===== config.mk =====
export PLATFORM = sky130hd
export DESIGN_NAME = nec_ir_pulse_width_decoder
export DESIGN_NICKNAME = d
export VERILOG_FILES = /design/src/rtl/nec_ir_pkg.sv /design/src/rtl/nec_ir_pulse_width_decoder.sv /design/src/rtl/nec_ir_classify.sv /design/src/rtl/nec_ir_core.sv
export SDC_FILE = /design/constraint.sdc
export NUM_CORES = 1
export LEC_CHECK = 0
export BUFFER_PORTS_ARGS = -buffer_cell sky130_fd_sc_hd__clkbuf_2
export CORE_MARGIN = 4
export CORE_UTILIZATION = 63
export CTS_BUF_LIST = sky130_fd_sc_hd__clkbuf_8
export CTS_CLUSTER_SIZE = 20
export DETAILED_ROUTE_END_ITERATION = 10
export MAX_ROUTING_LAYER = met4
export PLACE_DENSITY = 0.87
export SETUP_SLACK_MARGIN = 0.05
export SYNTH_ARGS = -nofsm -noshare
export SYNTH_HDL_FRONTEND = slang
export SYNTH_SLANG_ARGS = --single-unit

===== constraint.sdc =====
create_clock -name clk -period 3.2 [get_ports clk]
set_input_delay 0.64 -clock clk [delete_from_list [all_inputs] [get_ports clk]]
set_output_delay 0.64 -clock clk [all_outputs]
set_load 0.05 [all_outputs]

===== src/rtl/nec_ir_pkg.sv =====
// Shared types and constants for the NEC infrared pulse-width decoder.
// No dependencies; imported by every module of the block.
`default_nettype none

package nec_ir_pkg;

  // Event kinds carried on the input word's tuser
  typedef enum logic [1:0] {
    OP_TICK = 2'd0,
    OP_RISE = 2'd1,
    OP_FALL = 2'd2,
    OP_SCAN = 2'd3
  } op_t;

  // Configuration register indexes
  localparam logic [7:0] REG_DEV_ADDR      = 8'd0;
  localparam logic [7:0] REG_RELEASE_TICKS = 8'd1;

  localparam logic [7:0] DEV_ADDR_RST      = 8'd0;
  localparam logic [3:0] RELEASE_TICKS_RST = 4'd14;

  // High-time windows in microseconds (exclusive bounds)
  localparam logic [15:0] BIT0_LO = 16'd300;
  localparam logic [15:0] BIT0_HI = 16'd800;
  localparam logic [15:0] BIT1_LO = 16'd1400;
  localparam logic [15:0] BIT1_HI = 16'd1800;
  localparam logic [15:0] REP_LO  = 16'd2200;
  localparam logic [15:0] REP_HI  = 16'd2600;
  localparam logic [15:0] LEAD_LO = 16'd4200;
  localparam logic [15:0] LEAD_HI = 16'd4700;

  // Window hits for one high time
  typedef struct packed {
    logic bit0;
    logic bit1;
    logic rpt;
    logic lead;
  } win_t;

  // One scan result
  typedef struct packed {
    logic       frame_active;
    logic [7:0] repeat_count;
    logic       key_valid;
    logic [7:0] key_code;
  } res_t;

endpackage

`default_nettype wire


===== src/rtl/nec_ir_pulse_width_decoder.sv =====
// Top level of the NEC infrared pulse-width decoder: input word register,
// configuration registers, result register. Uses nec_ir_pkg, nec_ir_classify
// and nec_ir_core.
//
//   channel | dir | handshake             | payload
//   --------+-----+-----------------------+-------------------------------------
//   in      | in  | in_tvalid/in_tready   | tuser op, tdata high_width
//   out     | out | out_tvalid/out_tready | tdata key_code..frame_active
//   cfg     | in  | cfg_valid/cfg_ready   | cfg_index, cfg_data
//
// One word per cycle while no scan word waits: a word is held in the input register,
// then updates the decoder state; a scan word loads the result register,
// from which its result is offered.
// A scan word meeting a stalled, full result register waits in the input
// register and holds the input; tick and edge words never wait.
// Reset (synchronous, rst_n low) clears the valid flags and decoder state and restores config defaults.
`default_nettype none

module nec_ir_pulse_width_decoder (
  input  wire logic        clk,
  input  wire logic        rst_n,
  // input words
  input  wire logic        in_tvalid,
  output      logic        in_tready,
  input  wire logic [15:0] in_tdata,   // [15:0] high_width
  input  wire logic [1:0]  in_tuser,   // [1:0] op
  // result words
  output      logic        out_tvalid,
  input  wire logic        out_tready,
  output      logic [23:0] out_tdata,  // [7:0] key_code, [8] key_valid,
                                       // [16:9] repeat_count, [17] frame_active,
                                       // [23:18] zero
  // configuration writes
  input  wire logic        cfg_valid,
  output      logic        cfg_ready,
  input  wire logic [7:0]  cfg_index,
  input  wire logic [7:0]  cfg_data
);
  import nec_ir_pkg::*;

  logic        s1_valid_r;
  op_t         s1_op_r;
  logic [15:0] s1_width_r;
  logic        s1_adv;

  logic [7:0]  dev_addr_r;
  logic [3:0]  release_ticks_r;

  logic        out_valid_r;
  res_t        out_res_r;

  win_t        win;
  res_t        res;

  // Advance the input word unless a scan meets a full result register
  assign s1_adv    = s1_valid_r &&
                     ((s1_op_r != OP_SCAN) || !out_valid_r || out_tready);
  assign in_tready = !s1_valid_r || s1_adv;
  assign cfg_ready = 1'b1;

  // Input word register
  always_ff @(posedge clk) begin
    if (!rst_n) begin
      s1_valid_r <= 1'b0;
    end else if (in_tready) begin
      s1_valid_r <= in_tvalid;
    end
  end

  always_ff @(posedge clk) begin
    if (in_tready && in_tvalid) begin
      s1_op_r    <= op_t'(in_tuser);
      s1_width_r <= in_tdata;
    end
  end

  // Configuration registers
  always_ff @(posedge clk) begin
    if (!rst_n) begin
      dev_addr_r      <= DEV_ADDR_RST;
      release_ticks_r <= RELEASE_TICKS_RST;
    end else if (cfg_valid) begin
      if (cfg_index == REG_DEV_ADDR) begin
        dev_addr_r <= cfg_data;
      end
      if (cfg_index == REG_RELEASE_TICKS) begin
        release_ticks_r <= cfg_data[3:0];
      end
    end
  end

  nec_ir_classify u_classify (
    .high_width (s1_width_r),
    .win        (win)
  );

  nec_ir_core u_core (
    .clk           (clk),
    .rst_n         (rst_n),
    .en            (s1_adv),
    .op            (s1_op_r),
    .win           (win),
    .dev_addr      (dev_addr_r),
    .release_ticks (release_ticks_r),
    .res           (res)
  );

  // Result register
  always_ff @(posedge clk) begin
    if (!rst_n) begin
      out_valid_r <= 1'b0;
    end else if (s1_adv && (s1_op_r == OP_SCAN)) begin
      out_valid_r <= 1'b1;
    end else if (out_tready) begin
      out_valid_r <= 1'b0;
    end
  end

  always_ff @(posedge clk) begin
    if (s1_adv && (s1_op_r == OP_SCAN)) begin
      out_res_r <= res;
    end
  end

  assign out_tvalid = out_valid_r;
  assign out_tdata  = {6'd0, out_res_r};

endmodule

`default_nettype wire


===== src/rtl/nec_ir_classify.sv =====
// High-time window classifier: compares the measured width against the
// bit-0, bit-1, repeat and lead windows. Depends on nec_ir_pkg.
`default_nettype none

module nec_ir_classify (
  input  wire logic [15:0]      high_width,
  output nec_ir_pkg::win_t      win
);
  import nec_ir_pkg::*;

  // Flag each window the width falls strictly inside
  always_comb begin
    win.bit0 = (high_width > BIT0_LO) && (high_width < BIT0_HI);
    win.bit1 = (high_width > BIT1_LO) && (high_width < BIT1_HI);
    win.rpt  = (high_width > REP_LO)  && (high_width < REP_HI);
    win.lead = (high_width > LEAD_LO) && (high_width < LEAD_HI);
  end

endmodule

`default_nettype wire


===== src/rtl/nec_ir_core.sv =====
// Decoder state and per-event update: lead/ready/high flags, tick counter,
// code shift register, repeat counter and scan check. Depends on nec_ir_pkg.
`default_nettype none

module nec_ir_core (
  input  wire logic             clk,
  input  wire logic             rst_n,
  input  wire logic             en,
  input  nec_ir_pkg::op_t       op,
  input  nec_ir_pkg::win_t      win,
  input  wire logic [7:0]       dev_addr,
  input  wire logic [3:0]       release_ticks,
  output nec_ir_pkg::res_t      res
);
  import nec_ir_pkg::*;

  logic        lead_seen_r, lead_seen_nxt;
  logic        key_ready_r, key_ready_nxt;
  logic        high_seen_r, high_seen_nxt;
  logic [3:0]  tick_count_r, tick_count_nxt;
  logic [31:0] code_shift_r, code_shift_nxt;
  logic [7:0]  repeats_r, repeats_nxt;

  logic [7:0]  addr, naddr, cmd, ncmd;
  logic [7:0]  key;

  // Check address against complement and id, command against complement
  always_comb begin
    addr  = code_shift_r[31:24];
    naddr = code_shift_r[23:16];
    cmd   = code_shift_r[15:8];
    ncmd  = code_shift_r[7:0];
    key   = 8'd0;
    if (key_ready_r && (addr == ~naddr) && (addr == dev_addr) && (cmd == ~ncmd)) begin
      key = cmd;
    end
  end

  // Scan result reflects state as it stands before the event
  always_comb begin
    res.key_code     = key;
    res.key_valid    = (key != 8'd0);
    res.repeat_count = repeats_r;
    res.frame_active = lead_seen_r;
  end

  // Next state for one event
  always_comb begin
    lead_seen_nxt  = lead_seen_r;
    key_ready_nxt  = key_ready_r;
    high_seen_nxt  = high_seen_r;
    tick_count_nxt = tick_count_r;
    code_shift_nxt = code_shift_r;
    repeats_nxt    = repeats_r;
    unique case (op)
      OP_TICK: begin
        if (lead_seen_r) begin
          high_seen_nxt = 1'b0;
          if (tick_count_r == 4'd0) begin
            key_ready_nxt = 1'b1;
          end
          if (tick_count_r < release_ticks) begin
            tick_count_nxt = tick_count_r + 4'd1;
          end else begin
            lead_seen_nxt  = 1'b0;
            tick_count_nxt = 4'd0;
          end
        end
      end
      OP_RISE: begin
        high_seen_nxt = 1'b1;
      end
      OP_FALL: begin
        high_seen_nxt = 1'b0;
        if (high_seen_r) begin
          if (lead_seen_r) begin
            if (win.bit0) begin
              code_shift_nxt = {code_shift_r[30:0], 1'b0};
            end else if (win.bit1) begin
              code_shift_nxt = {code_shift_r[30:0], 1'b1};
            end else if (win.rpt) begin
              repeats_nxt    = repeats_r + 8'd1;
              tick_count_nxt = 4'd0;
            end
          end else if (win.lead) begin
            lead_seen_nxt = 1'b1;
            repeats_nxt   = 8'd0;
          end
        end
      end
      OP_SCAN: begin
        // Drop the ready key and clear repeats on a failed check or after release
        if (key_ready_r && ((key == 8'd0) || !lead_seen_r)) begin
          key_ready_nxt = 1'b0;
          repeats_nxt   = 8'd0;
        end
      end
      default: begin
      end
    endcase
  end

  // Control flags and counters
  always_ff @(posedge clk) begin
    if (!rst_n) begin
      lead_seen_r  <= 1'b0;
      key_ready_r  <= 1'b0;
      high_seen_r  <= 1'b0;
      tick_count_r <= 4'd0;
      code_shift_r <= 32'd0;
      repeats_r    <= 8'd0;
    end else if (en) begin
      lead_seen_r  <= lead_seen_nxt;
      key_ready_r  <= key_ready_nxt;
      high_seen_r  <= high_seen_nxt;
      tick_count_r <= tick_count_nxt;
      code_shift_r <= code_shift_nxt;
      repeats_r    <= repeats_nxt;
    end
  end

endmodule

`default_nettype wire


### Word level (Yosys, flattened, before mapping)

Index checks and enable logic that the tools add are counted.
Widths: inputs -> output; s select.

| word-level totals | value |
|---|---|
| flip-flop bits (word level) | 97 |
| latch bits | 0 |
| bits in writable memories | 0 |
| ROM bits | 0 |
| bits of input ports | 39 |
| word-level logic and storage cells | 119 |
| memories kept | 0 |

| cells by class | value |
|---|---|
| add/sub/neg operators | 2 |
| multipliers | 0 |
| divide/modulo/power cells | 0 |
| $lt $le $gt $ge | 9 |
| equality and inequality tests | 20 |
| shifts and indexed selects | 0 |
| muxes and demuxes | 33 |
| bitwise gates (word level) | 2 |
| reduce and logical (&&, ||, !) cells | 37 |

Operators by type and width:

| kind | number |
|---|---|
| $mux 32 | 2 |
| $mux 8 | 8 |
| $mux 4 | 7 |
| $eq 8x8->1 | 3 |
| $gt 16x11->1 const B | 1 |
| $gt 16x12->1 const B | 1 |
| $gt 16x13->1 const B | 1 |
| $gt 16x9->1 const B | 1 |
| $logic_not 8->1 | 2 |
| $lt 16x10->1 const B | 1 |
| $lt 16x11->1 const B | 1 |
| $lt 16x12->1 const B | 1 |
| $lt 16x13->1 const B | 1 |
| $not 8->8 | 2 |
| $pmux 8 s2 | 1 |
| $reduce_and 8->1 | 2 |
| $logic_and 1x1->1 | 11 |
| $mux 1 | 11 |
| $ne 2x1->1 const B | 5 |
| $reduce_and 5->1 | 2 |
| $reduce_bool 2->1 | 5 |
| $ne 3x3->1 const B | 3 |
| $add 8x1->8 const B | 1 |
| $eq 8x1->1 const B | 1 |
| other kinds (17) | 29 |

### Longest topological paths before layout

| depth | value |
|---|---|
| depth in word-level cells | 11 |
| mapped depth | 8 |
| mapped depth without buffers | 7 |

### By module

Synthesis repeated with hierarchy kept, for this count alone.

| unflattened totals | value |
|---|---|
| cells, all modules | 496 |
| area total of the unflattened synthesis | 4601.9 um2 |

Modules (own cells, without submodules):

| module | times used | cells each | area an instance (um2) | sequential area each (um2) |
|---|---|---|---|---|
| nec_ir_core | 1 | 328 | 2491.1 | 940.9 |
| nec_ir_pulse_width_decoder | 1 | 112 | 1761.7 | 1361.3 |
| nec_ir_classify | 1 | 56 | 349.1 | 0.0 |

### Worst setup path before layout

No wires, ideal clock.

| path | value |
|---|---|
| path type | flip-flop to flip-flop |
| start point | register s1_op_r[1] |
| end point | register s1_op_r[0] (enable) |
| data arrival time | 1.768 ns |
| required time | 2.805 ns |
| path slack | 1.037 ns |
| cell stages (with the launch flop) | 6 |
| buffers on the path | 1 |
| path through | edfxtp_1 > and2_1 > clkbuf_1 > nand2_1 > nor2_1 > nor2b_1 |

| on the way | value |
|---|---|
| cells in the longest elaborated chain, start to end | 6 |

RTL lines:

| item | RTL line | text |
|---|---|---|
| start: declaration | nec_ir_pulse_width_decoder.sv:42 | `op_t s1_op_r;` |
| start signal: assignment | nec_ir_pulse_width_decoder.sv:72 | `s1_op_r <= op_t'(in_tuser);` |
| $ne 2x2->1 | nec_ir_pulse_width_decoder.sv:57 | `((s1_op_r != OP_SCAN) \|\| !out_valid_r \|\| out_tready);` |
| $logic_or 1x1->1 (2 in series) | nec_ir_pulse_width_decoder.sv:57 |  |
| $logic_and 1x1->1 | nec_ir_pulse_width_decoder.sv:56 | `assign s1_adv = s1_valid_r &&` |
| $logic_or 1x1->1 | nec_ir_pulse_width_decoder.sv:58 | `assign in_tready = !s1_valid_r \|\| s1_adv;` |
| $logic_and 1x1->1 | nec_ir_pulse_width_decoder.sv:71 | `if (in_tready && in_tvalid) begin` |

No other way between the ends.
A chain may end at the register's enable or synchronous reset.

### Final worst setup path

| path | value |
|---|---|
| start point | register s1_op_r[1] |
| end point | output port in_tready |

| on the way | value |
|---|---|
| cells in the longest elaborated chain, start to end | 5 |

RTL lines:

| item | RTL line | text |
|---|---|---|
| $ne 2x2->1 | nec_ir_pulse_width_decoder.sv:57 |  |
| $logic_or 1x1->1 (2 in series) | nec_ir_pulse_width_decoder.sv:57 |  |
| $logic_and 1x1->1 | nec_ir_pulse_width_decoder.sv:56 |  |
| $logic_or 1x1->1 | nec_ir_pulse_width_decoder.sv:58 |  |
| end: declaration | nec_ir_pulse_width_decoder.sv:24 | `output logic in_tready,` |

No other way between the ends.

==> flow_metrics.py <==
metrics = {
    "run_status": {
        "status": "complete, no violations",
    },
    "clock_tree": {
        "hold_buffers": 0,
        "clockBufferDepth": 2,
        "path_clk_slew_ns": 0.09,
        "htree_levels": 3,
        "insertion_delay_ns": 0.36,
        "cts.sinks": 97,
        "root_buffer": "clkbuf_8",
        "post_cts_resized": 0,
        "numCtsBuffers": 9,
        "post-cts-setup-buffers": 0,
        "cts_tree": "done",
    },
    "min_path": {
        "hp-class": "primary input to flip-flop",
        "hold_depth": 1,
    },
    "timing": {
        "finalHoldViolations": 0,
        "max_freq_mhz": 400,
        "worst_slew_pin_slew_ns": 0.566,
        "setup_slack_ns": 0.701,
        "period_needed_ns": 2.50,
        "grt_setup_unrepaired": "no",
        "setup_viol": 0,
        "slew_headroom_pct": 61.3,
        "clock_skew_ns": 0.00999,
        "drv_slew": 0,
        "whs_ns": 0.455,
        "finalCritPeriodShare_pct": 78.1,
        "tns_ns": 0,
    },
    "global_routing": {
        "grt.total_usage_pct": 22.5,
        "grt_pass1_vias": 3268,
        "grt_max_degree": 63,
        "overflow": 0,
        "antenna_found_initial": 0,
        "grt_pass1_wl_um": 14700,
    },
    "floorplanning": {
        "die_y_um": 91.3,
        "io_pins": 66,
        "design.die.area_mm2": 0.00834,
        "core-area_mm2": 0.00676,
        "std_cell_rows": 30,
        "initial_core_util_pct": 64.8,
        "die_x_um": 91.3,
    },
    "route": {
        "drc": 0,
        "final_antenna_net_count": 0,
        "routed_via_density": 5.92,
        "wl_um": 8870,
        "dr.pass1.iters": 5,
        "post_drt_wl_per_cell_um": 15.2,
        "drt_iter0_markers": 209,
        "vias": 3455,
    },
    "synth": {
        "synth_largest_area_cell": "dfxtp_1",
        "synth_top_area_share_pct": 27.9,
        "synth.ff_latch_count": 97,
        "synth_edf_count": 36,
        "postSynth.asyncResetShare_pct": 0,
        "synth.top_cells.by_count": "61 x dfxtp_1, 61 x nand2_1, 39 x nand3_1",
        "yosys_warnings": 0,
        "synth_area_mm2": 0.00438,
        "synth.area.top_cells": "dfxtp_1 28%, edfxtp_1 25%, nand2_1 5.2%",
        "synth.distinct_cells": 62,
        "ys_seq_area_share_pct": 52.6,
        "avgSynthCellArea_um2": 9.85,
        "ys.flop_type": "dfxtp_1",
        "synthCells": 444,
    },
    "worst_setup_path": {
        "critPathMaxFanout": 9,
        "critPathArrivalTime_ns": 1.86,
        "r2r_setup_slack_ns": 0.72,
        "cp-start-kind": "flip-flop",
        "path_cells": "and2_1 -> nand2_1 -> nor2_1 -> inv_1 -> clkbuf_2",
        "end_kind": "primary output",
        "required_ns": 2.56,
        "crit_path_max_incr_delay_ns": 0.48,
        "crit_type": "flip-flop to primary output",
        "slowest_stage": "edfxtp_1",
        "reg2reg_depth": 6,
    },
    "power": {
        "vdd_ir_drop_max_uv": 386,
        "leakagePower_uw": 0.00183,
        "power_density_mw_per_mm2": 467,
        "power_uw": 2310,
    },
    "cells_and_area": {
        "layout.nets": 544,
        "fill_cells": 500,
        "seqCellArea_mm2": 0.00230,
        "syn2layout_area_growth_pct": 12.9,
        "utilization_pct": 73.1,
        "multi_input_area_mm2": 0.00193,
        "antennaDiodeCount": 0,
        "drive_gt1_share_pct": 18.5,
    },
    "place": {
        "gp_congestion": 0.863,
        "portBuffers": 58,
        "place_worst_setup_slack_ns": 0.819,
        "hpwl_um": 6370,
    },
    "run": {
        "drv_cap": 0,
    },
}
-- power by group --
part | switching [µW] | internal, µW | total, µW
Clock | 416 | 440 | 857
Combinational | 90.2 | 41.3 | 132
Sequential | 20.0 | 1300 | 1320
Total | 527 | 1780 | 2310
-- worst paths after layout --
check	startpoint	endpoint
max	s1_op_r[1]	in_tready
min	in_tdata[14]	s1_width_r[14]
max reg2reg	s1_width_r[2]	u_core.repeats_r[4]
min reg2reg	u_core.code_shift_r[2]	u_core.code_shift_r[2]
-- metal layers --
layer	global-route usage (%)	wire, µm	vias up
met3	4.31	432	16
li1	-	-	1704
met1	26.9	3770	1612
met2	38.3	4540	123
met4	7.41	125	0
met5	-	0	-
-- area by class of cell --
type                       count  share of cell area, %
clock buffer                   9                   2.51
clock inverter                 7                   1.93
inverter                      13                  0.988
multi-input combinational    313                   39.0
sequential                    97                   46.6
tap                           80                   2.03
timing repair buffer          65                   6.94
-- flip-flops by register name (all words and copies together) (netlist names) --
signal	cells
out_tvalid	1
out_tdata	18
u_core.high_seen_r	1
dev_addr_r	8
u_core.lead_seen_r	1
u_core.tick_count_r	4
u_core.repeats_r	8
s1_op_r	2
s1_valid_r	1
u_core.code_shift_r	32
release_ticks_r	4
u_core.key_ready_r	1
s1_width_r	16
-- per-stage QoR --
stage	cell area (µm²)	cells
final	4940	584
after global routing	4940	584
after global placement	4720	568
after floorplan	4390	449
after CTS	4940	584
after detailed placement	4720	568
-- logic make-up after synthesis --
family | synth area share, %
AO/OA/AOI/OAI | 13.1
XOR/XNOR | 1.80
adder cells (fa/ha/maj) | 1.72
buffers and inverters | 4.03
flip-flops | 52.6
multiplexers | 4.17
other | 0.172
AND/OR/NAND/NOR | 22.4
-- cell usage in the layout (no fill, tap or decap), types with 7 or more instances in the layout --
cell	instances
nand2_1	61
dfxtp_1	61
clkbuf_2	58
nand3_1	39
o21ai_0	36
edfxtp_1	36
mux2i_1	16
nor2b_1	14
inv_1	13
and2_1	11
nor2_1	11
clkbuf_8	9
o22ai_1	8
nor3_1	8
a21oi_1	7
conb_1	7
buf_4	7
-- worst max-delay path: cells and delay by family, from the launching register on --
kind	cells	cell delay, ns
buf+inv	2	0.29
flops	1	0.48
simple gates	3	0.73
(Power assumes the default switching activity.)
